===== config.mk =====
export PLATFORM = sky130hd
export DESIGN_NAME = psd_sqrt_cell
export DESIGN_NICKNAME = d
export VERILOG_FILES = /design/src/hdl/psd_pkg.sv /design/src/hdl/psd_sqrt_cell.sv
export SDC_FILE = /design/constraint.sdc
export NUM_CORES = 1
export LEC_CHECK = 0
export BUFFER_PORTS_ARGS = -buffer_cell sky130_fd_sc_hd__buf_2
export CAP_MARGIN = 10
export CORE_MARGIN = 2
export CORE_UTILIZATION = 45
export DETAILED_ROUTE_END_ITERATION = 10
export PLACE_DENSITY_LB_ADDON = 0.1
export REMOVE_ABC_BUFFERS = 1
export SYNTH_ARGS = -nofsm -noshare
export SYNTH_HDL_FRONTEND = slang
export SYNTH_SLANG_ARGS = --single-unit

===== constraint.sdc =====
create_clock -name clk -period 3.82 [get_ports clk]
set_clock_uncertainty 0.1 [all_clocks]
set_input_delay 0.382 -clock clk [delete_from_list [all_inputs] [get_ports clk]]
set_output_delay 0.382 -clock clk [all_outputs]
set_load 0.005 [all_outputs]

===== src/hdl/psd_pkg.sv =====
// ----------------------------------------------------------------------------
// Point-to-segment distance package
// Shared types and constants of the point-to-segment distance pipeline.
// ----------------------------------------------------------------------------
package psd_pkg;

  localparam int COORD_BITS_DEF  = 32;
  localparam int T_FRAC_BITS_DEF = 16;
  localparam int DIST_BITS       = 33;

  typedef enum logic [1:0] {
    REGION_DEGEN    = 2'd0,
    REGION_START    = 2'd1,
    REGION_END      = 2'd2,
    REGION_INTERIOR = 2'd3
  } region_t;

  typedef struct packed {
    logic valid;
  } psd_ctl_t;

endpackage


===== src/hdl/psd_sqrt_cell.sv =====
// ----------------------------------------------------------------------------
// Square root cell
// One digit-by-digit step of the integer square root: takes two radicand bits
// and decides one root bit.
// ----------------------------------------------------------------------------
module psd_sqrt_cell import psd_pkg::*; #(
  parameter int ROOT_W = 35,
  parameter int RAD_W  = 70,
  parameter int SIDE_W = 2
) (
  input  logic              clk,
  input  logic              rst_n,
  input  psd_ctl_t          ctl_in,
  input  logic [ROOT_W+2:0] rem_in,
  input  logic [ROOT_W-1:0] root_in,
  input  logic [RAD_W-1:0]  rad_in,
  input  logic [SIDE_W-1:0] side_in,
  output psd_ctl_t          ctl_out,
  output logic [ROOT_W+2:0] rem_out,
  output logic [ROOT_W-1:0] root_out,
  output logic [RAD_W-1:0]  rad_out,
  output logic [SIDE_W-1:0] side_out
);

  logic [ROOT_W+2:0] cur;
  logic [ROOT_W+2:0] trial;
  logic              ge;
  logic              valid_r;
  logic              valid_nxt;
  logic [ROOT_W+2:0] rem_r, rem_nxt;
  logic [ROOT_W-1:0] root_r, root_nxt;
  logic [RAD_W-1:0]  rad_r, rad_nxt;
  logic [SIDE_W-1:0] side_r;

  always_comb begin
    cur       = {rem_in[ROOT_W:0], rad_in[RAD_W-1:RAD_W-2]};
    trial     = {1'b0, root_in, 2'b01};
    ge        = (cur >= trial);
    rem_nxt   = ge ? (cur - trial) : cur;
    root_nxt  = {root_in[ROOT_W-2:0], ge};
    rad_nxt   = {rad_in[RAD_W-3:0], 2'b00};
    valid_nxt = ctl_in.valid;
  end

  always_ff @(posedge clk) begin
    if (!rst_n) begin
      valid_r <= 1'b0;
    end else begin
      valid_r <= valid_nxt;
    end
  end

  always_ff @(posedge clk) begin
    rem_r  <= rem_nxt;
    root_r <= root_nxt;
    rad_r  <= rad_nxt;
    side_r <= side_in;
  end

  assign ctl_out.valid = valid_r;
  assign rem_out       = rem_r;
  assign root_out      = root_r;
  assign rad_out       = rad_r;
  assign side_out      = side_r;

endmodule


==> results of run 1 <==
==> synthesized netlist by cell type, drive strengths merged (8+ instances only) <==
cell type	n
buf	17
nand3	8
nor3	13
a21oi	42
ha	37
xnor2	14
nand2	72
a21o	10
xor2	17
inv	50
dfxtp	144
o21a	9
nand4	10
o21ai	57
nor2	13
==> worst max-delay path: cells and delay by family <==
family	cells	cell delay (ns)
AO/OA/AOI/OAI	5	1.15
buffers and inverters	4	1.01
AND/OR/NAND/NOR	3	0.55
adder cells (fa/ha/maj)	1	0.35
==> metal layers <==
metal  global-route usage (%)  share of wire (%)  up-vias
met1                     29.8                 40     2619
met4                     11.2                2.8        0
met2                     47.5                 51      216
met3                     6.38                5.8       42
li1                         -                  -     2838
met5                        0                  0        -
==> report_power, final <==
part	switching (mW)	leakage [nW]	total (mW)	internal, mW
registers	0.0376	1.21	1.69	1.65
logic	0.420	2.84	0.824	0.404
clock network	0.712	0.291	1.64	0.931
==> sequential cells by signal (all words and copies together), names as in the netlist <==
signal and count:
rem_out 38, root_out 35, rad_out 68, ctl_out 1, side_out 2
==> final cells by class <==
class	instances	area (sq um)
well taps	172	215
fillers	947	3570
multi-input cells	380	2500
flip-flops and latches	144	2880
clock inverters	15	170
repair buffers	395	2510
clock buffers	17	425
inverters	50	188
==> logic make-up (layout without fill, tap and decap cells) <==
family | Yosys count | count (layout) | share of synthesized area [%]
xor+xnor | 31 | 31 | 4.78
simple gates | 150 | 150 | 13.1
other cells | 1 | 2 | 0.0660
compound gates | 158 | 158 | 17.5
flops | 144 | 144 | 50.8
fa+ha+maj | 37 | 37 | 8.15
mux | 2 | 2 | 0.397
buf+inv | 68 | 477 | 5.24
==> worst max path at each step <==
stage / startpoint / to / slack [ns]
detailed placement: rem_in[0] / rem_out[10]$_DFF_P_ / 0.72
global placement: rem_in[27] / rem_out[10]$_DFF_P_ / 0.77
finish: root_in[13] / rem_out[15]$_DFF_P_ / 0.61
CTS: root_in[13] / rem_out[10]$_DFF_P_ / 0.63
global route: root_in[13] / rem_out[19]$_DFF_P_ / 0.32
floorplan: root_in[0] / rem_out[36]$_DFF_P_ / 0.83
==> timing repair <==
action	CTS	global route
endpoints found under the hold margin	104	0
hold buffers	104	0
endpoints found under the setup margin	0	0
==> results.py, run 1 <==
metrics = {
    "critical_path": {
        "critPathKind": "in2reg",
        "worst_path_largest_cell_delay_ns": 0.54,
        "critPathLaunchType": "input pin",
        "crit_path_top_delay_cell": "dlygate4sd3_1",
        "crit_chain": "dlygate4sd3_1 > buf_2 > inv_1 > ha_1 > a21oi_1 > o21a_1 > nor3_1 > a21oi_1 > a21oi_4 > nor2_4 > buf_4 > nand2_1 > o21ai_1",
        "crit_fanout": 22,
        "cpMostUsedCell": "a21oi_1",
        "cp-end-kind": "flop",
        "worst_ep_arrival_time_ns": 3.45,
        "crit_required_ns": 4.06,
    },
    "cts": {
        "cts_tree": "built",
        "clk_pin_slew_worst_paths_ns": 0.07,
        "clkSinkCount": 144,
        "cts_resized": 0,
        "post-cts-setup-buffer-count": 0,
        "cts-root-buf": "clkbuf_16",
        "htree_levels": 4,
        "max-clock-path-buffers": 2,
        "cts-buffers-inserted": 17,
    },
    "placement": {
        "placed_cells": 1037,
        "routabilityCongestion": 0.867,
        "place_area_sq_um": 7260,
        "dp_hpwl_mm": 12.7,
        "place_ws_ns": 0.719,
        "port_buffers": 289,
    },
    "logic_synthesis": {
        "synth_cell_types": 59,
        "synth.cell_area_sq_um": 5680,
        "seq_area_frac_synth_pct": 50.8,
        "syn-instance-count": 591,
        "synth_edf_count": 0,
        "ys_ff_latch": 144,
        "synth_area_leaders": "dfxtp_1 (51%), ha_1 (8.2%), nand2_1 (4.8%)",
        "synth_top_area_share_pct": 50.8,
        "synth_warnings": 0,
        "async_reset_ff_share_pct": 0,
        "synth.avg_cell_area_sq_um": 9.61,
        "ys_dominant_reg_cell": "dfxtp_1",
        "yosysTopAreaCell": "dfxtp_1",
    },
    "drt": {
        "wl_per_cell_um": 15.7,
        "dr.pass1.iters": 5,
        "final_antenna_net_count": 0,
        "avgViaCountPerCell": 4.87,
        "vias": 5715,
        "drt-initial-drc-count": 270,
        "wirelength_mm": 18.4,
        "drc": 0,
    },
    "timing": {
        "slew_violations": 0,
        "rsz0062_at_grt": "no",
        "period_needed_ns": 3.21,
        "min_period_over_period_pct": 84.1,
        "layout_setup_ws_ns": 0.607,
        "hold_viol": 0,
        "finalSetupViolations": 0,
        "tightest_slew_ns": 0.585,
        "setup-tns-final_ns": 0,
        "fin_hold_ws_ns": 0.0754,
        "fmax_ghz": 0.311,
        "relSlewSlack_pct": 60.7,
    },
    "flow_run": {
        "cap_violations": 0,
    },
    "grt": {
        "antenna_found_initial": 0,
        "track_usage_pct": 26.4,
        "grt_pass1_wl_mm": 27.4,
        "grt_max_degree": 34,
        "grt_pass1_vias": 5485,
        "grt_remaining_overflow": 0,
    },
    "cells_and_area": {
        "layout_commonest_cell": "buf_2",
        "design_area_sq_um": 8900,
        "areaGrowthSynthToFinish_pct": 56.7,
        "stdcell_count": 1173,
        "final_cell_mix": "buf_2 (289), dfxtp_1 (144), dlygate4sd3_1 (104), nand2_1 (72), inv_1 (49)",
        "final_nets": 1173,
        "post-route-util_pct": 71.4,
        "drive_gt1_share_pct": 33.8,
        "num_antenna_cells": 0,
    },
    "floorplanning": {
        "core_area_sq_um": 12500,
        "dieArea_sq_um": 13500,
        "start_util_pct": 45.6,
        "rows": 41,
        "chipHeight_um": 116,
        "fp.dieW_um": 116,
        "pin_count": 294,
    },
    "pwr": {
        "power.density_nw_per_um2": 467,
        "leakagePower_nw": 4.35,
        "total_power_mw": 4.15,
        "vdd_drop_max_uv": 245,
    },
    "worst_hold_path": {
        "hold_path_depth": 3,
        "whs_endpoint": "rem_out[30]$_DFF_P_",
        "min-delay-start": "rem_in[28]",
        "hold_path_class": "in2reg",
    },
    "run_status": {
        "status": "finished, final reports clean",
    },
}
(Power assumes the default switching activity.)
==> inputs of run 2 (changes only) <==
- ABC_AREA: unset -> 1
- clock period: 3.82 -> 3.2 ns (I/O delays scaled with it)
==> results.py, run 2 <==
metrics = {
    "pwr": {
        "vdd_drop_max_uv": 372,
        "leakagePower_nw": 5.43,
        "power.density_nw_per_um2": 523,
    },
    "drt": {
        "drc": 0,
        "avgViaCountPerCell": 4.58,
        "dr.pass1.iters": 7,
        "wirelength_mm": 21.1,
        "wl_per_cell_um": 14.1,
        "vias": 6857,
        "drt-initial-drc-count": 387,
        "final_antenna_net_count": 0,
    },
    "timing": {
        "layout_setup_ws_ns": 0.489,
        "fmax_ghz": 0.369,
        "rsz0062_at_grt": "no",
        "hold_viol": 0,
        "finalSetupViolations": 0,
        "setup-tns-final_ns": 0,
        "period_needed_ns": 2.71,
        "min_period_over_period_pct": 84.7,
        "fin_hold_ws_ns": 0.00960,
        "slew_violations": 0,
    },
    "critical_path": {
        "cp-end-kind": "flop",
        "crit_fanout": 39,
        "crit_required_ns": 3.45,
        "critPathKind": "in2reg",
        "worst_ep_arrival_time_ns": 2.96,
        "critPathLaunchType": "input pin",
    },
    "placement": {
        "place_ws_ns": 0.636,
        "dp_hpwl_mm": 14.9,
        "placed_cells": 1354,
        "routabilityCongestion": 0.926,
        "port_buffers": 289,
        "place_area_sq_um": 8010,
    },
    "flow_run": {
        "cap_violations": 0,
    },
    "logic_synthesis": {
        "async_reset_ff_share_pct": 0,
        "synth_compound_area_share_pct": 3.62,
        "seq_area_frac_synth_pct": 45.1,
        "ys_ff_latch": 144,
        "synthXorXnorAreaFrac_pct": 2.74,
        "synth_edf_count": 0,
        "netlist_top_cells_count": "nand2_1 (339), inv_1 (152), dfxtp_1 (144)",
        "ys_dominant_reg_cell": "dfxtp_1",
        "synth_area_leaders": "dfxtp_1 (45%), nand2_1 (20%), inv_1 (8.9%)",
        "synthMuxAreaShare_pct": 0,
        "synth_warnings": 0,
        "yosysTopAreaCell": "dfxtp_1",
        "synth_top_family_by_area": "simple AND/OR/NAND/NOR gates",
        "synth.avg_cell_area_sq_um": 7.17,
        "synth_most_common_cell": "nand2_1",
        "synth_cell_types": 28,
        "synth_top_area_share_pct": 45.1,
        "syn-instance-count": 892,
        "synth.cell_area_sq_um": 6390,
        "synthAdderAreaFrac_pct": 7.24,
        "yosys.area_share.simple_pct": 30.9,
    },
    "grt": {
        "antenna_found_initial": 0,
        "grt_pass1_vias": 6634,
        "grt_remaining_overflow": 0,
        "grt_max_degree": 40,
        "grt_pass1_wl_mm": 32.1,
        "track_usage_pct": 27.4,
    },
    "cts": {
        "clkSinkCount": 144,
        "clk_pin_slew_worst_paths_ns": 0.06,
        "max-clock-path-buffers": 2,
        "cts-buffers-inserted": 17,
        "cts_tree": "built",
        "cts-root-buf": "clkbuf_16",
        "htree_levels": 4,
        "post-cts-setup-buffer-count": 0,
    },
    "floorplanning": {
        "pin_count": 294,
        "start_util_pct": 46.1,
        "fp.dieW_um": 123,
        "chipHeight_um": 123,
        "core_area_sq_um": 13900,
        "dieArea_sq_um": 15200,
        "rows": 43,
    },
    "cells_and_area": {
        "final_cell_mix": "nand2_1 (339), buf_2 (289), inv_1 (152), dfxtp_1 (144), dlygate4sd3_1 (109)",
        "final_nets": 1487,
        "largest_reg_flops": 68,
        "layout_commonest_cell": "nand2_1",
        "drive_gt1_share_pct": 25.5,
        "stdcell_count": 1496,
        "areaGrowthSynthToFinish_pct": 51.7,
        "design_area_sq_um": 9700,
    },
    "run_status": {
        "status": "finished, final reports clean",
    },
    "worst_hold_path": {
        "hold_path_class": "in2reg",
    },
}
-- run 2: layout make-up --
cell class / instances / area [sq um]
Inverter: 154 / 578
Clock inverter: 12 / 148
Antenna cell: 1 / 2.50
Sequential cell: 144 / 2880
Timing Repair Buffer: 400 / 2560
Clock buffer: 20 / 447
Fill cell: 1180 / 4180
Multi-Input combinational cell: 585 / 2850
Tap cell: 180 / 225
-- run 2: critical path, stage by stage --
cell and delay, ns:
dlygate4sd3_1 0.52, buf_2 0.12, inv_1 0.04, ha_1 0.34, nand2_1 0.14, nor2_2 0.17
nand2_1 0.12, nor2_1 0.11, nand2_1 0.07, nand3_2 0.13, nand3_2 0.08, nand2_2 0.08
buf_4 0.39, nand3_1 0.20, nand2_1 0.09
-- run 2: cell families after synthesis --
family	count (synthesis)
XOR/XNOR	20
AO/OA/AOI/OAI	43
AND/OR/NAND/NOR	483
buffers and inverters	164
flip-flops	144
adder cells (fa/ha/maj)	37
other	1
-- run 2: what timing repair did --
item / in CTS / in global routing
setup endpoints to repair: 0 / 0
endpoints found under the hold margin: 109 / 0
resized for setup: 0 / 0
hold buffers: 109 / 0
-- run 2: worst paths after layout --
check | start | endpoint | slack, ns | cells past startpoint
worst min-delay path | rem_in[11] | rem_out[13]$_DFF_P_ | 0.01 | 3
worst max-delay path | root_in[19] | rem_out[25]$_DFF_P_ | 0.49 | 15
-- run 2: through the flow --
stage	utilization (%)	power [mW]
5_1_grt	69.9	5.32
6_report	69.9	5.07
4_1_cts	69.9	5.09
3_3_place_gp	57.7	2.97
3_5_place_dp	57.7	2.98
2_1_floorplan	-	2.56
-- run 2: layer usage --
layer	global-route usage (%)	vias to the layer above	wire [um]
li1	-	3511	-
met1	30.3	3034	8350
met2	49.5	256	10500
met3	6.69	56	1460
met4	12.5	0	790
met5	0	-	0
-- run 2: where the power goes --
| group | total (mW) | internal (mW) | switching (mW) |
|---|---|---|---|
| logic | 1.07 | 0.477 | 0.592 |
| clock network | 2.00 | 1.19 | 0.812 |
| registers | 2.00 | 1.96 | 0.0391 |
| total | 5.07 | 3.63 | 1.44 |
==> inputs of run 3 (changes only) <==
- clock period: 3.2 -> 2.51 ns (I/O delays scaled with it)
==> results.py, run 3 (same netlist as run 2, synthesis figures left out) <==
metrics = {
    "critical_path": {
        "critPathLaunchType": "input pin",
        "worst_path_largest_cell_delay_ns": 0.55,
        "cp-end-kind": "flop",
        "critPathKind": "in2reg",
        "crit_required_ns": 2.73,
        "worst_ep_arrival_time_ns": 2.56,
        "crit_path_top_delay_cell": "dlygate4sd3_1",
        "crit_chain": "dlygate4sd3_1 > buf_2 > inv_1 > ha_1 > nand2_1 > inv_1 > nand2_1 > inv_1 > a21oi_1 > nand3_1 > nand2_1 > nand3_1 > nand3_1 > nand2_1",
        "crit_fanout": 4,
        "cpMostUsedCell": "nand2_1",
    },
    "grt": {
        "track_usage_pct": 29.2,
        "grt_remaining_overflow": 0,
        "antenna_found_initial": 1,
        "grt_pass1_vias": 6866,
        "grt_max_degree": 23,
        "grt_pass1_wl_mm": 33.7,
    },
    "cts": {
        "cts-buffers-inserted": 17,
        "cts-root-buf": "clkbuf_16",
        "clk_pin_slew_worst_paths_ns": 0.06,
        "max-clock-path-buffers": 2,
        "htree_levels": 4,
        "cts_tree": "built",
        "clkSinkCount": 144,
    },
    "cells_and_area": {
        "areaGrowthSynthToFinish_pct": 58.5,
        "largest_reg_flops": 68,
        "final_nets": 1526,
        "stdcell_count": 1536,
        "drive_gt1_share_pct": 26.4,
        "layout_commonest_cell": "nand2_1",
        "nFillCells": 1132,
        "final_cell_mix": "nand2_1 (333), buf_2 (289), inv_1 (152), dfxtp_1 (144), dlygate4sd3_1 (143)",
    },
    "drt": {
        "avgViaCountPerCell": 4.60,
        "wl_per_cell_um": 14.5,
        "drt-initial-drc-count": 402,
        "dr.pass1.iters": 5,
        "drc": 0,
        "wirelength_mm": 22.3,
        "vias": 7062,
        "final_antenna_net_count": 0,
    },
    "floorplanning": {
        "start_util_pct": 46.1,
        "dieArea_sq_um": 15200,
        "chipHeight_um": 123,
        "fp.dieW_um": 123,
        "rows": 43,
        "core_area_sq_um": 13900,
        "pin_count": 294,
    },
    "timing": {
        "slew_violations": 0,
        "finalSetupViolations": 0,
        "period_needed_ns": 2.34,
        "hold_viol": 0,
        "fin_hold_ws_ns": 0.0943,
        "min_period_over_period_pct": 93.3,
        "setup-tns-final_ns": 0,
        "fmax_ghz": 0.427,
        "rsz0062_at_grt": "no",
    },
    "placement": {
        "port_buffers": 289,
        "placed_cells": 1359,
        "routabilityCongestion": 0.896,
        "dp_hpwl_mm": 15.3,
    },
    "flow_run": {
        "cap_violations": 0,
    },
    "pwr": {
        "power.density_nw_per_um2": 641,
        "vdd_drop_max_uv": 382,
        "leakagePower_nw": 5.59,
    },
    "worst_hold_path": {
        "hold_path_class": "in2reg",
    },
    "run_status": {
        "status": "finished, final reports clean",
    },
}
## run 3: critical path, delay by kind of cell
family / cells / cell delay [ns]
compound gates: 1 / 0.25
fa+ha+maj: 1 / 0.33
buf+inv: 5 / 0.88
simple gates: 7 / 0.85
## run 3: layout make-up
class | count | area (sq um) | share of cell area, %
Tap cell | 180 | 225 | 2.22
Timing Repair Buffer | 439 | 2960 | 29.2
Clock buffer | 18 | 429 | 4.23
Inverter | 154 | 578 | 5.70
Antenna cell | 2 | 5.00 | 0.0494
Clock inverter | 14 | 144 | 1.42
Sequential cell | 144 | 2880 | 28.4
Multi-Input combinational cell | 585 | 2910 | 28.7
## run 3: repair_timing
item	CTS	global route
hold buffers	143	0
endpoints found under the hold margin	142	0
setup endpoints to repair	0	36
buffers inserted	0	0
resized for setup	0	21
## run 3: final timing paths
| kind | startpoint | to | slack [ns] | cells past startpoint |
|---|---|---|---|---|
| max | root_in[16] | rem_out[35]$_DFF_P_ | 0.17 | 14 |
| min | rad_in[69] | rem_out[1]$_DFF_P_ | 0.09 | 3 |
## run 3: per-layer routing
| layer | share of wire, % | global-route usage [%] | wire length, um |
|---|---|---|---|
| met5 | 0 | 0 | 0 |
| met1 | 39 | 32.1 | 8710 |
| met2 | 52 | 54.7 | 11600 |
| met4 | 2.2 | 10.7 | 482 |
| met3 | 6.9 | 6.27 | 1530 |
## run 3: power breakdown
part | internal [mW] | total, mW | leakage [nW] | switching [mW]
clock network | 1.40 | 2.49 | 0.269 | 1.09
logic | 0.666 | 1.46 | 4.11 | 0.790
registers | 2.50 | 2.55 | 1.21 | 0.0515
## run 3: per-stage QoR
stage	area [sq um]	setup slack [ns]	power (mW)	util, %
5_1_grt	10100	0.0214	6.80	73.0
3_5_place_dp	8060	0.205	3.82	58.1
6_report	10100	0.167	6.50	73.0
3_3_place_gp	8060	0.230	3.81	58.1
2_1_floorplan	6310	0.213	3.27	-
4_1_cts	10100	0.0980	6.48	72.5
