[config.mk]
export PLATFORM = sky130hd
export DESIGN_NAME = psd_div_cell
export DESIGN_NICKNAME = d
export VERILOG_FILES = /design/src/hdl/psd_pkg.sv /design/src/hdl/psd_div_cell.sv
export SDC_FILE = /design/constraint.sdc
export NUM_CORES = 1
export LEC_CHECK = 0
export BUFFER_PORTS_ARGS = -buffer_cell sky130_fd_sc_hd__buf_4
export CORE_MARGIN = 2
export CORE_UTILIZATION = 54
export CTS_CLUSTER_SIZE = 28
export DETAILED_ROUTE_END_ITERATION = 6
export HOLD_SLACK_MARGIN = 0.1
export PLACE_DENSITY = 0.9
export SLEW_MARGIN = 15
export SYNTH_ARGS = -nofsm -noshare
export SYNTH_HDL_FRONTEND = slang
export SYNTH_SLANG_ARGS = --single-unit
[constraint.sdc]
create_clock -name clk -period 7.36 [get_ports clk]
set_input_delay 1.472 -clock clk [delete_from_list [all_inputs] [get_ports clk]]
set_output_delay 1.472 -clock clk [all_outputs]
set_load 0.01 [all_outputs]
[src/hdl/psd_pkg.sv]
// ----------------------------------------------------------------------------
// Point-to-segment distance package
// Shared types and constants of the point-to-segment distance pipeline.
// ----------------------------------------------------------------------------
package psd_pkg;

  localparam int COORD_BITS_DEF  = 32;
  localparam int T_FRAC_BITS_DEF = 16;
  localparam int DIST_BITS       = 33;

  typedef enum logic [1:0] {
    REGION_DEGEN    = 2'd0,
    REGION_START    = 2'd1,
    REGION_END      = 2'd2,
    REGION_INTERIOR = 2'd3
  } region_t;

  typedef struct packed {
    logic valid;
  } psd_ctl_t;

endpackage

[src/hdl/psd_div_cell.sv]
// ----------------------------------------------------------------------------
// Projection divider cell
// One restoring division step that yields one fraction bit of the projection
// parameter and hands the partial remainder to the next cell.
// ----------------------------------------------------------------------------
module psd_div_cell import psd_pkg::*; #(
  parameter int REM_W  = 67,
  parameter int T_W    = 17,
  parameter int SIDE_W = 8
) (
  input  logic              clk,
  input  logic              rst_n,
  input  psd_ctl_t          ctl_in,
  input  logic [REM_W-1:0]  rem_in,
  input  logic [REM_W-1:0]  den_in,
  input  logic [T_W-1:0]    t_in,
  input  logic [SIDE_W-1:0] side_in,
  output psd_ctl_t          ctl_out,
  output logic [REM_W-1:0]  rem_out,
  output logic [REM_W-1:0]  den_out,
  output logic [T_W-1:0]    t_out,
  output logic [SIDE_W-1:0] side_out
);

  logic [REM_W:0]   shifted;
  logic [REM_W:0]   diff;
  logic             ge;
  logic             valid_r;
  logic             valid_nxt;
  logic [REM_W-1:0] rem_r, rem_nxt;
  logic [T_W-1:0]   t_r, t_nxt;
  logic [REM_W-1:0] den_r;
  logic [SIDE_W-1:0] side_r;

  always_comb begin
    shifted   = {rem_in, 1'b0};
    diff      = shifted - {1'b0, den_in};
    ge        = (shifted >= {1'b0, den_in});
    rem_nxt   = ge ? diff[REM_W-1:0] : shifted[REM_W-1:0];
    t_nxt     = {t_in[T_W-2:0], ge};
    valid_nxt = ctl_in.valid;
  end

  always_ff @(posedge clk) begin
    if (!rst_n) begin
      valid_r <= 1'b0;
    end else begin
      valid_r <= valid_nxt;
    end
  end

  always_ff @(posedge clk) begin
    rem_r  <= rem_nxt;
    t_r    <= t_nxt;
    den_r  <= den_in;
    side_r <= side_in;
  end

  assign ctl_out.valid = valid_r;
  assign rem_out       = rem_r;
  assign den_out       = den_r;
  assign t_out         = t_r;
  assign side_out      = side_r;

endmodule

==> results of run 1 <==
flip-flops by register name, indices dropped and copies added (netlist names):
name / count
rem_out: 67
t_out: 17
den_out: 67
ctl_out: 1
side_out: 8
worst paths after layout:
path / from / to / slack, ns / depth (start not counted)
setup / recovery: rem_in[42] / rem_out[56] / 2.77 / 12
hold / removal: t_in[6] / t_out[7] / 1.13 / 1
logic make-up (layout without fill, tap and decap cells):
| family | Yosys count | count (layout) |
|---|---|---|
| DFF | 160 | 160 |
| AOI/OAI and AO/OA | 314 | 314 |
| buffers and inverters | 137 | 441 |
| xor gates and xnor gates | 59 | 59 |
| and+or+nand+nor | 295 | 295 |
| adders and majority gates | 68 | 68 |
per-stage QoR:
step / util / cells
global route: 0.752 / 1548
CTS: 0.752 / 1548
finish: 0.752 / 1548
floorplan: - / 1033
detailed placement: 0.714 / 1516
global placement: 0.714 / 1516
layout make-up:
| cell class | count | share of cell area |
|---|---|---|
| multi-input combinational | 736 | 0.409 |
| clock buffer | 17 | 0.0371 |
| sequential | 160 | 0.279 |
| timing repair buffer | 321 | 0.210 |
| inverter | 88 | 0.0288 |
| clock inverter | 15 | 0.0132 |
| tap | 211 | 0.0230 |
critical path: stages:
cell	delay, ns
buf_4	0.11
ha_1	0.40
a21oi_1	0.27
o21ai_0	0.24
a2111oi_0	0.41
o311ai_1	0.23
nand3_1	0.17
a31o_4	0.79
buf_4	0.46
inv_2	0.11
nand4_1	0.12
o211a_1	0.16
layer usage:
| layer | up-vias | wire length, um | global-route usage | part of all wire |
|---|---|---|---|---|
| met3 | 60 | 2160 | 0.0782 | 0.083 |
| met1 | 4006 | 10200 | 0.361 | 0.39 |
| li1 | 4172 | - | - | - |
| met5 | - | 0 | 0 | 0 |
| met4 | 0 | 712 | 0.109 | 0.027 |
| met2 | 407 | 12900 | 0.532 | 0.50 |
cell usage in the layout (no fill, tap or decap), drive strengths merged, types with 12 or more instances in the layout:
cell type  instances
nand3             14
nand2            135
nor3              17
a21oi             92
ha                67
buf              321
inv               94
nor2              52
o21ai            110
a21o              21
nand4             30
xnor2             30
o21a              12
o21bai            12
clkbuf            17
dfxtp            160
xor2              29
power breakdown:
group	switching [mW]	internal, mW	leakage (nW)
Sequential	0.0318	0.980	1.35
Clock	0.397	0.476	0.278
Combinational	0.436	0.367	3.90
==> metrics.md, run 1 <==
| Metric | Value |
|---|---|
| Status | completed |
| Clock Path Buffers | 2 |
| Crit path arrival time | 4.97 ns |
| First-pass DRT Iterations | 5 |
| Final GP Congestion | 0.940 |
| Number of enable flip-flop cells after synthesis | 0 |
| Fin Hold WS | 1.13 ns |
| Routed len/inst | 16.8 um |
| Top cells by count, synth | dfxtp_1 (160), nand2_1 (133), o21ai_0 (95) |
| Layout fillers | 1105 |
| Hold Path Class | input pin to flip-flop |
| Die Y | 129 um |
| Worst-Margin Slew | 1.04 ns |
| Max-slew violations | 0 |
| Mapped cell area | 8430 um^2 |
| FP Rows | 45 |
| Final setup viols | 0 |
| N_diodes | 0 |
| VDD IR-drop max | 0.185 mV |
| H-tree depth | 4 |
| Yosys warns | 0 |
| Area contributors post-synth | dfxtp_1 (38%), ha_1 (9.9%), nand2_1 (5.9%) |
| Final instance area | 11500 um^2 |
| Final Hold Viols | 0 |
| Global-route wire length before repair | 39900 um |
| Seq/Total Area, Yosys | 0.380 |
| Largest family of logic cells by synthesized area | compound AO/OA/AOI/OAI gates |
| Synthesized instance count | 1033 |
| Leak | 5.52 nW |
| Post-DP Area | 10900 um^2 |
| Pin count of the biggest net entering global routing | 104 |
| Tcrit/Tclk final | 0.623 |
| Reg clk slew, reported paths | 0.07 ns |
| Area Growth Syn to Fin | 36.0% |
| Post-route ant nets | 0 |
| FF+latch count, synth | 160 |
| Simple-Gate Fraction of Synth Area | 0.164 |
| Count leader, synth | dfxtp_1 |
| Post-CTS sizing | 0 |
| Drt drc | 0 |
| Final #Nets | 1554 |
| Max_cap viols | 0 |
| Final Power | 2.69 mW |
| Top cell type by total area after synthesis | dfxtp_1 |
| Critical-path maximum fanout | 103 |
| Total grt overflow | 0 |
| Worst setup EP type | flip-flop |
| Net Count, Synth | 1263 |
| Layout cells sized above 1 | 0.276 |
| Clk root buf | clkbuf_16 |
| Top cell type's share of synthesized area | 0.380 |
| Core region area | 15300 um^2 |
| # Post-CTS Setup Buffers | 0 |
| Final min period | 4.59 ns |
| Top FF cell, synth | dfxtp_1 |
| Synth Area in Compound Gates | 0.228 |
| Mean Syn Cell Area | 8.16 um^2 |
| GR Util All Layers | 0.304 |
| CTS Buf Count | 17 |
| Setup TNS | 0 ns |
| Detail Placement HPWL | 20400 um |
| Post-synthesis adder-cell area fraction | 0.102 |
| Via Count | 8645 |
| Startpoint Class | input pin |
| CTS tree | yes |
| Initial drt markers | 811 |
| Via count of the first global-routing pass | 8199 |
| Ys async rst share | 0 |
| Worst endpoint required time | 7.74 ns |
| Worst Setup Slack, final | 2.77 ns |
| Number of port buffers | 320 |
| Die Width | 129 um |
| Initial antenna violation count | 0 |
| Post-Synth XOR/XNOR Area | 0.0613 |
| P per Cell Area | 234 nW/um^2 |
| RSZ-0062 raised after global routing | no |
| Placement Setup Slack | 2.30 ns |
| Num ports | 322 |
| Starting Density | 0.553 |
| Area occupied by multi-input gates | 4690 um^2 |
| Max Clk Rate | 218 MHz |
| Count of cell types in the netlist | 69 |
| Detailed Route WL | 26000 um |
| # hold bufs at CTS | 0 |
| Storage element area | 3200 um^2 |
| Mux contribution to synthesized area | 0 |
| Worst Setup Path Type | input pin to flip-flop |
| DIE AREA | 16600 um^2 |
| Via-per-instance ratio | 5.58 |
| CTS sink cnt | 160 |
| Slew headroom | 0.307 |
(Power assumes the default switching activity.)
==> inputs of run 2 (changes only) <==
--- a/config.mk
+++ b/config.mk
@@ -5,13 +5,14 @@
 export SDC_FILE = /design/constraint.sdc
 export NUM_CORES = 1
 export LEC_CHECK = 0
+export ABC_AREA = 1
 export BUFFER_PORTS_ARGS = -buffer_cell sky130_fd_sc_hd__buf_4
 export CORE_MARGIN = 2
-export CORE_UTILIZATION = 54
+export CORE_UTILIZATION = 52
 export CTS_CLUSTER_SIZE = 28
 export DETAILED_ROUTE_END_ITERATION = 6
 export HOLD_SLACK_MARGIN = 0.1
-export PLACE_DENSITY = 0.9
+export PLACE_DENSITY = 0.84
 export SLEW_MARGIN = 15
 export SYNTH_ARGS = -nofsm -noshare
 export SYNTH_HDL_FRONTEND = slang
==> constraint.sdc (replaced) <==
create_clock -name clk -period 4.35 [get_ports clk]
set_input_delay 0.87 -clock clk [delete_from_list [all_inputs] [get_ports clk]]
set_output_delay 0.87 -clock clk [all_outputs]
set_load 0.01 [all_outputs]
==> run 2 against run 1 <==
Routed wire length grew 44%. Critical path depth up 4. Utilization down 5.6 points. Largest cell class unchanged. Critical path type unchanged. Combinational power is 88% higher. Sequential power up 67%.
==> metrics.md, run 2 <==
| Metric | Value |
|---|---|
| GR Util All Layers | 0.348 (+0.0438) |
| Worst endpoint required time | 4.73 ns (-3.01 ns) |
| P per Cell Area | 353 nW/um^2 (+50%) |
| Ys async rst share | 0 (unchanged) |
| Initial drt markers | 901 (+11%) |
| # hold bufs at CTS | 0 (unchanged) |
| Total grt overflow | 0 (unchanged) |
| Final Hold Viols | 0 (unchanged) |
| Number of port buffers | 320 (unchanged) |
| Max_cap viols | 0 (unchanged) |
| Post-route ant nets | 0 (unchanged) |
| Starting Density | 0.527 (-0.0259) |
| Via Count | 11612 (+34%) |
| Global-route wire length before repair | 55300 um (+39%) |
| Top cell type by total area after synthesis | dfxtp_1 |
| Count of cell types in the netlist | 30 (-57%) |
| CP cell instances | buf_4, inv_1, ha_1, nand2_1, nor2_2, inv_2, nor2_1, nand2_1, nor2_1, nand2_1, nand3_1, a21oi_1, nand2_2, buf_4, nand3_1, nand2_1 |
| Max-slew violations | 0 (unchanged) |
| Clk root buf | clkbuf_16 |
| CP max stage delay | 0.40 ns (-0.39 ns) |
| Reg clk slew, reported paths | 0.08 ns (about the same) |
| N_diodes | 0 (unchanged) |
| RSZ-0062 raised after global routing | no |
| Worst Setup Slack, final | 1.34 ns (-1.43 ns) |
| Comb power frac | 0.318 (+0.019) |
| Area contributors post-synth | dfxtp_1 (31%), nand2_1 (25%), inv_1 (12%) |
| CTS sink cnt | 160 (unchanged) |
| Worst Setup Path Type | input pin to flip-flop |
| Sequential share of power | 0.355 (-0.021) |
| Mapped cell area | 10200 um^2 (+21%) |
| Most frequent cells in the layout | nand2_1 (687), inv_1 (330), buf_4 (324) |
| Count leader, synth | nand2_1 |
| Max Clk Rate | 332 MHz |
| Synthesized instance count | 1688 (+63%) |
| Worst-Margin Slew | 0.555 ns (-0.485 ns) |
| Drt drc | 0 (unchanged) |
| Leak | 7.99 nW (+45%) |
| Most common cell after layout, fill and taps aside | nand2_1 |
| NetSw | 1.73 mW (+100%) |
| Detailed Route WL | 37500 um (+44%) |
| CTS tree | yes |
| Num ports | 322 (unchanged) |
| Die Y | 144 um (+12%) |
| Initial antenna violation count | 0 (unchanged) |
| Layout fillers | 1673 (+51%) |
| Top FF cell, synth | dfxtp_1 |
| FF+latch count, synth | 160 (unchanged) |
| DIE AREA | 20800 um^2 (+25%) |
| Post-CTS sizing | 0 (unchanged) |
| Critical-path maximum fanout | 40 (-61%) |
| Placement Setup Slack | 0.935 ns (-1.36 ns) |
| Area Growth Syn to Fin | 32.0% |
| Slew headroom | 0.627 (+0.320) |
| Die Width | 144 um (+12%) |
| Clock share of power | 0.327 (+0.002) |
| Net Count, Synth | 1918 (+52%) |
| Layout cells sized above 1 | 0.194 (-0.0819) |
| Slowest library cell on the worst path | buf_4 |
| Core region area | 19400 um^2 (+27%) |
| FP Rows | 51 (+13%) |
| First-pass DRT Iterations | 6 (+1) |
| Routed len/inst | 16.3 um (-2.6%) |
| Top cell type's share of synthesized area | 0.313 (-0.0664) |
| Top cells by count, synth | nand2_1 (687), inv_1 (330), dfxtp_1 (160) |
| Yosys warns | 0 (unchanged) |
| Final setup viols | 0 (unchanged) |
| Startpoint Class | input pin |
| Crit path top cell by count | nand2_1 |
| Status | completed |
| Hold Path Class | input pin to flip-flop |
| Pin count of the biggest net entering global routing | 41 (-61%) |
| CTS Buf Count | 17 (unchanged) |
| Internal power | 3.03 mW (+66%) |
| Switch share | 0.363 (+0.0413) |
| Setup TNS | 0 ns (unchanged) |
| Tcrit/Tclk final | 0.692 |
| Number of enable flip-flop cells after synthesis | 0 (unchanged) |
| Final #Nets | 2247 (+45%) |
| Seq/Total Area, Yosys | 0.313 (-0.0664) |
| H-tree depth | 4 (unchanged) |
| Crit path arrival time | 3.38 ns (-1.59 ns) |
| Detail Placement HPWL | 31600 um (+55%) |
| Final GP Congestion | 0.965 (+2.7%) |
| Final min period | 3.01 ns |
| Mean Syn Cell Area | 6.06 um^2 (-26%) |
| Via-per-instance ratio | 5.06 (-9.4%) |
| Clock Path Buffers | 2 (unchanged) |
| Via count of the first global-routing pass | 10799 (+32%) |
| Worst setup EP type | flip-flop |
| VDD IR-drop max | 0.275 mV (+49%) |
| # Post-CTS Setup Buffers | 0 (unchanged) |
## run 2: cell count changes after synthesis, moves of 20 or more
cell      previous run  this run
clkbuf_1            30         0
nand2_1            133       687
xnor2_1             30         2
inv_1               87       330
o21ai_0             95        27
nand3_1             14        75
a21oi_1             92        72
nor2_1              52       118
a21o_1              21         1
## run 2: stage by stage
stage	std cells	cell area [um^2]	power (mW)	hold WS [ns]	util
after floorplan	1688	10200	2.54	0.898	-
after global placement	2263	12900	3.16	0.974	0.664
after detailed placement	2263	12900	3.20	0.976	0.664
after CTS	2295	13500	4.74	0.522	0.696
after global routing	2295	13500	4.97	0.519	0.696
final	2295	13500	4.76	0.527	0.696
## run 2: worst max-delay path: cells and delay by family
| kind | cells | cell delay (ns) |
|---|---|---|
| fa+ha+maj | 1 | 0.34 |
| compound gates | 1 | 0.07 |
| simple gates | 10 | 1.51 |
| buf+inv | 4 | 0.58 |
## run 2: area by class of cell
type / count / area, um^2 / area share
Inverter: 350 / 1310 / 0.0974
Multi-Input combinational cell: 1164 / 5600 / 0.415
Tap cell: 265 / 332 / 0.0246
Clock inverter: 15 / 191 / 0.0142
Clock buffer: 17 / 425 / 0.0315
Sequential cell: 160 / 3200 / 0.237
Timing Repair Buffer: 324 / 2430 / 0.180
## run 2: cells by family (layout without fill, tap and decap cells)
| group | Yosys count | count (layout) | synth area share |
|---|---|---|---|
| adders and majority gates | 68 | 68 | 0.0840 |
| and+or+nand+nor | 946 | 946 | 0.374 |
| AOI/OAI and AO/OA | 116 | 116 | 0.0605 |
| xor gates and xnor gates | 34 | 34 | 0.0291 |
| buffers and inverters | 364 | 706 | 0.139 |
| DFF | 160 | 160 | 0.313 |
## run 2: layer usage
metal	GRT usage	vias to the layer above	wire (um)
met2	0.631	553	18700
met5	0	-	0
met3	0.0510	84	2860
met1	0.417	5237	14700
li1	-	5738	-
met4	0.129	0	1260
## run 2: power groups by stage
stage	combinational, mW	sequential [mW]	clock, mW
2_1_floorplan	0.733	1.81	0
3_3_place_gp	1.44	1.71	0
3_5_place_dp	1.48	1.72	0
4_1_cts	1.49	1.69	1.56
5_1_grt	1.65	1.70	1.62
6_report	1.51	1.69	1.56
## run 2: path summary, 6_finish.rpt
kind / from / slack [ns] / endpoint / depth (start not counted)
setup / recovery: den_in[24] / 1.34 / rem_out[53] / 16
hold / removal: t_in[12] / 0.53 / t_out[13] / 1
==> inputs of run 3 (changes only) <==
==> constraint.sdc (replaced) <==
create_clock -name clk -period 3.1 [get_ports clk]
set_input_delay 0.62 -clock clk [delete_from_list [all_inputs] [get_ports clk]]
set_output_delay 0.62 -clock clk [all_outputs]
set_load 0.01 [all_outputs]
==> run 3 against run 2 <==
Design area increased by 1.4%. First-iteration DRC count increased by 9.4%. Die area unchanged. Hold slack got worse by 0.26 ns. Global-route usage increased by 1.3 points. Routed wire length increased by 2.0%. Critical endpoint is now rem_out[33].
==> metrics.md, run 3 (synthesized netlist as in run 2, its figures left out) <==
| Metric | Value |
|---|---|
| Crit path top cell by count | nand2_1 |
| Post-route ant nets | 0 (unchanged) |
| DIE AREA | 20800 um^2 (unchanged) |
| Die Width | 144 um (unchanged) |
| Via count of the first global-routing pass | 11335 (+5.0%) |
| Internal power | 4.29 mW (+41%) |
| CP cell instances | buf_4, inv_1, ha_1, nand2_1, nor2_2, nor2_1, nand3b_1, nand3_2, nand2_1, nand3_2, nand2_1, nand2_2, inv_2, buf_4, nand2_1, nand2_1 |
| CP max stage delay | 0.35 ns (-0.05 ns) |
| Worst Setup Path Type | input pin to flip-flop |
| Detail Placement HPWL | 32100 um (+1.5%) |
| Startpoint Class | input pin |
| Worst endpoint required time | 3.49 ns (-1.24 ns) |
| Detailed Route WL | 38300 um (+2.0%) |
| Slowest library cell on the worst path | ha_1 |
| NetSw | 2.46 mW (+42%) |
| Sequential share of power | 0.351 (-0.004) |
| Post-layout util | 0.705 (+0.00987) |
| Drt drc | 0 (unchanged) |
| Final GP Congestion | 0.975 (+1.0%) |
| Final instance area | 13700 um^2 (+1.4%) |
| CTS tree | yes |
| CTS sink cnt | 160 (unchanged) |
| Worst-Margin Slew | 0.487 ns (-0.0682 ns) |
| Tcrit/Tclk final | 0.872 |
| Num ports | 322 (unchanged) |
| P per Cell Area | 493 nW/um^2 (+40%) |
| CTS Buf Count | 17 (unchanged) |
| Leak | 8.11 nW (+1.5%) |
| Initial drt markers | 986 (+9.4%) |
| GR Util All Layers | 0.361 (+0.0127) |
| Setup TNS | 0 ns (unchanged) |
| Clk root buf | clkbuf_16 |
| Most common cell after layout, fill and taps aside | nand2_1 |
| N_diodes | 0 (unchanged) |
| # hold bufs at CTS | 0 (unchanged) |
| Initial antenna violation count | 0 (unchanged) |
| Final min period | 2.70 ns |
| Post-DP Area | 13100 um^2 (+1.5%) |
| Fin Hold WS | 0.266 ns (-0.261 ns) |
| Final setup viols | 0 (unchanged) |
| Clock share of power | 0.326 (about the same) |
| H-tree depth | 4 (unchanged) |
| Clock Path Buffers | 2 (unchanged) |
| Final #Nets | 2270 (+1.0%) |
| Global-route wire length before repair | 57200 um (+3.4%) |
| Core region area | 19400 um^2 (unchanged) |
| Via-per-instance ratio | 5.08 (+0.30%) |
| Post-CTS sizing | 0 (unchanged) |
| Number of port buffers | 320 (unchanged) |
| FP Rows | 51 (unchanged) |
| Reg clk slew, reported paths | 0.08 ns (about the same) |
| Die Y | 144 um (unchanged) |
| Max Clk Rate | 370 MHz |
| Hold Path Class | input pin to flip-flop |
| Most frequent cells in the layout | nand2_1 (687), buf_4 (345), inv_1 (330) |
| VDD IR-drop max | 0.379 mV (+38%) |
| Crit path arrival time | 3.09 ns (-0.29 ns) |
| Switch share | 0.364 (+0.00128) |
| Routed len/inst | 16.5 um (+0.94%) |
| Critical-path maximum fanout | 32 (-20%) |
| Final Hold Viols | 0 (unchanged) |
| Status | completed |
| Pin count of the biggest net entering global routing | 35 (-15%) |
| First-pass DRT Iterations | 7 (+1) |
| Area Growth Syn to Fin | 33.9% |
| RSZ-0062 raised after global routing | no |
| Worst setup EP type | flip-flop |
| Max-slew violations | 0 (unchanged) |
| Slew headroom | 0.672 (+0.0449) |
| Comb power frac | 0.323 (+0.005) |
| Total grt overflow | 0 (unchanged) |
| # Post-CTS Setup Buffers | 0 (unchanged) |
| Via Count | 11764 (+1.3%) |
| Starting Density | 0.527 (unchanged) |
| Layout cells sized above 1 | 0.203 (+0.00903) |
| Max_cap viols | 0 (unchanged) |
| Layout fillers | 1684 (+0.66%) |
run 3: cell count changes in the layout (fill, tap and decap cells not counted):
cell / change
buf_4: +21
buf_12: +2
clkinv_4: -1
clkinv_8: -1
clkinvlp_4: +1
inv_8: +1
run 3: path summary, 6_finish.rpt:
path,endpoint,slack [ns],cells past startpoint,from
worst min-delay path,side_out[2],0.27,1,side_in[2]
worst max-delay path,rem_out[33],0.40,16,den_in[2]
run 3: critical path, delay by kind of cell:
kind	cells	cell delay [ns]
simple gates	11	1.50
buf+inv	4	0.58
fa+ha+maj	1	0.35
run 3: power groups by stage:
stage / logic, mW / registers, mW / clock network, mW
6_report: 2.18 / 2.37 / 2.20
3_5_place_dp: 2.13 / 2.41 / 0
4_1_cts: 2.15 / 2.37 / 2.18
5_1_grt: 2.38 / 2.39 / 2.29
3_3_place_gp: 2.07 / 2.41 / 0
2_1_floorplan: 1.03 / 2.53 / 0
run 3: stage by stage:
stage	std cells	power, mW	worst slack, ns
final	2318	6.74	0.397
after floorplan	1688	3.56	0.704
after global routing	2318	7.06	0.248
after CTS	2318	6.70	0.484
after detailed placement	2286	4.54	0.0880
after global placement	2286	4.48	0.0870
run 3: layout make-up:
type,instances,area (um^2),area share
multi-input cells,1164,5600,0.409
flip-flops and latches,160,3200,0.234
well taps,265,332,0.0242
clock inverters,15,185,0.0135
repair buffers,347,2630,0.192
inverters,350,1310,0.0960
clock buffers,17,425,0.0311
run 3: metal layers:
| layer | wire [um] | track usage | part of all wire | vias up |
|---|---|---|---|---|
| met4 | 1790 | 0.176 | 0.047 | 0 |
| li1 | - | - | - | 5783 |
| met2 | 18500 | 0.633 | 0.48 | 582 |
| met5 | 0 | 0 | 0 | - |
| met3 | 2830 | 0.0603 | 0.074 | 132 |
| met1 | 15100 | 0.428 | 0.40 | 5267 |
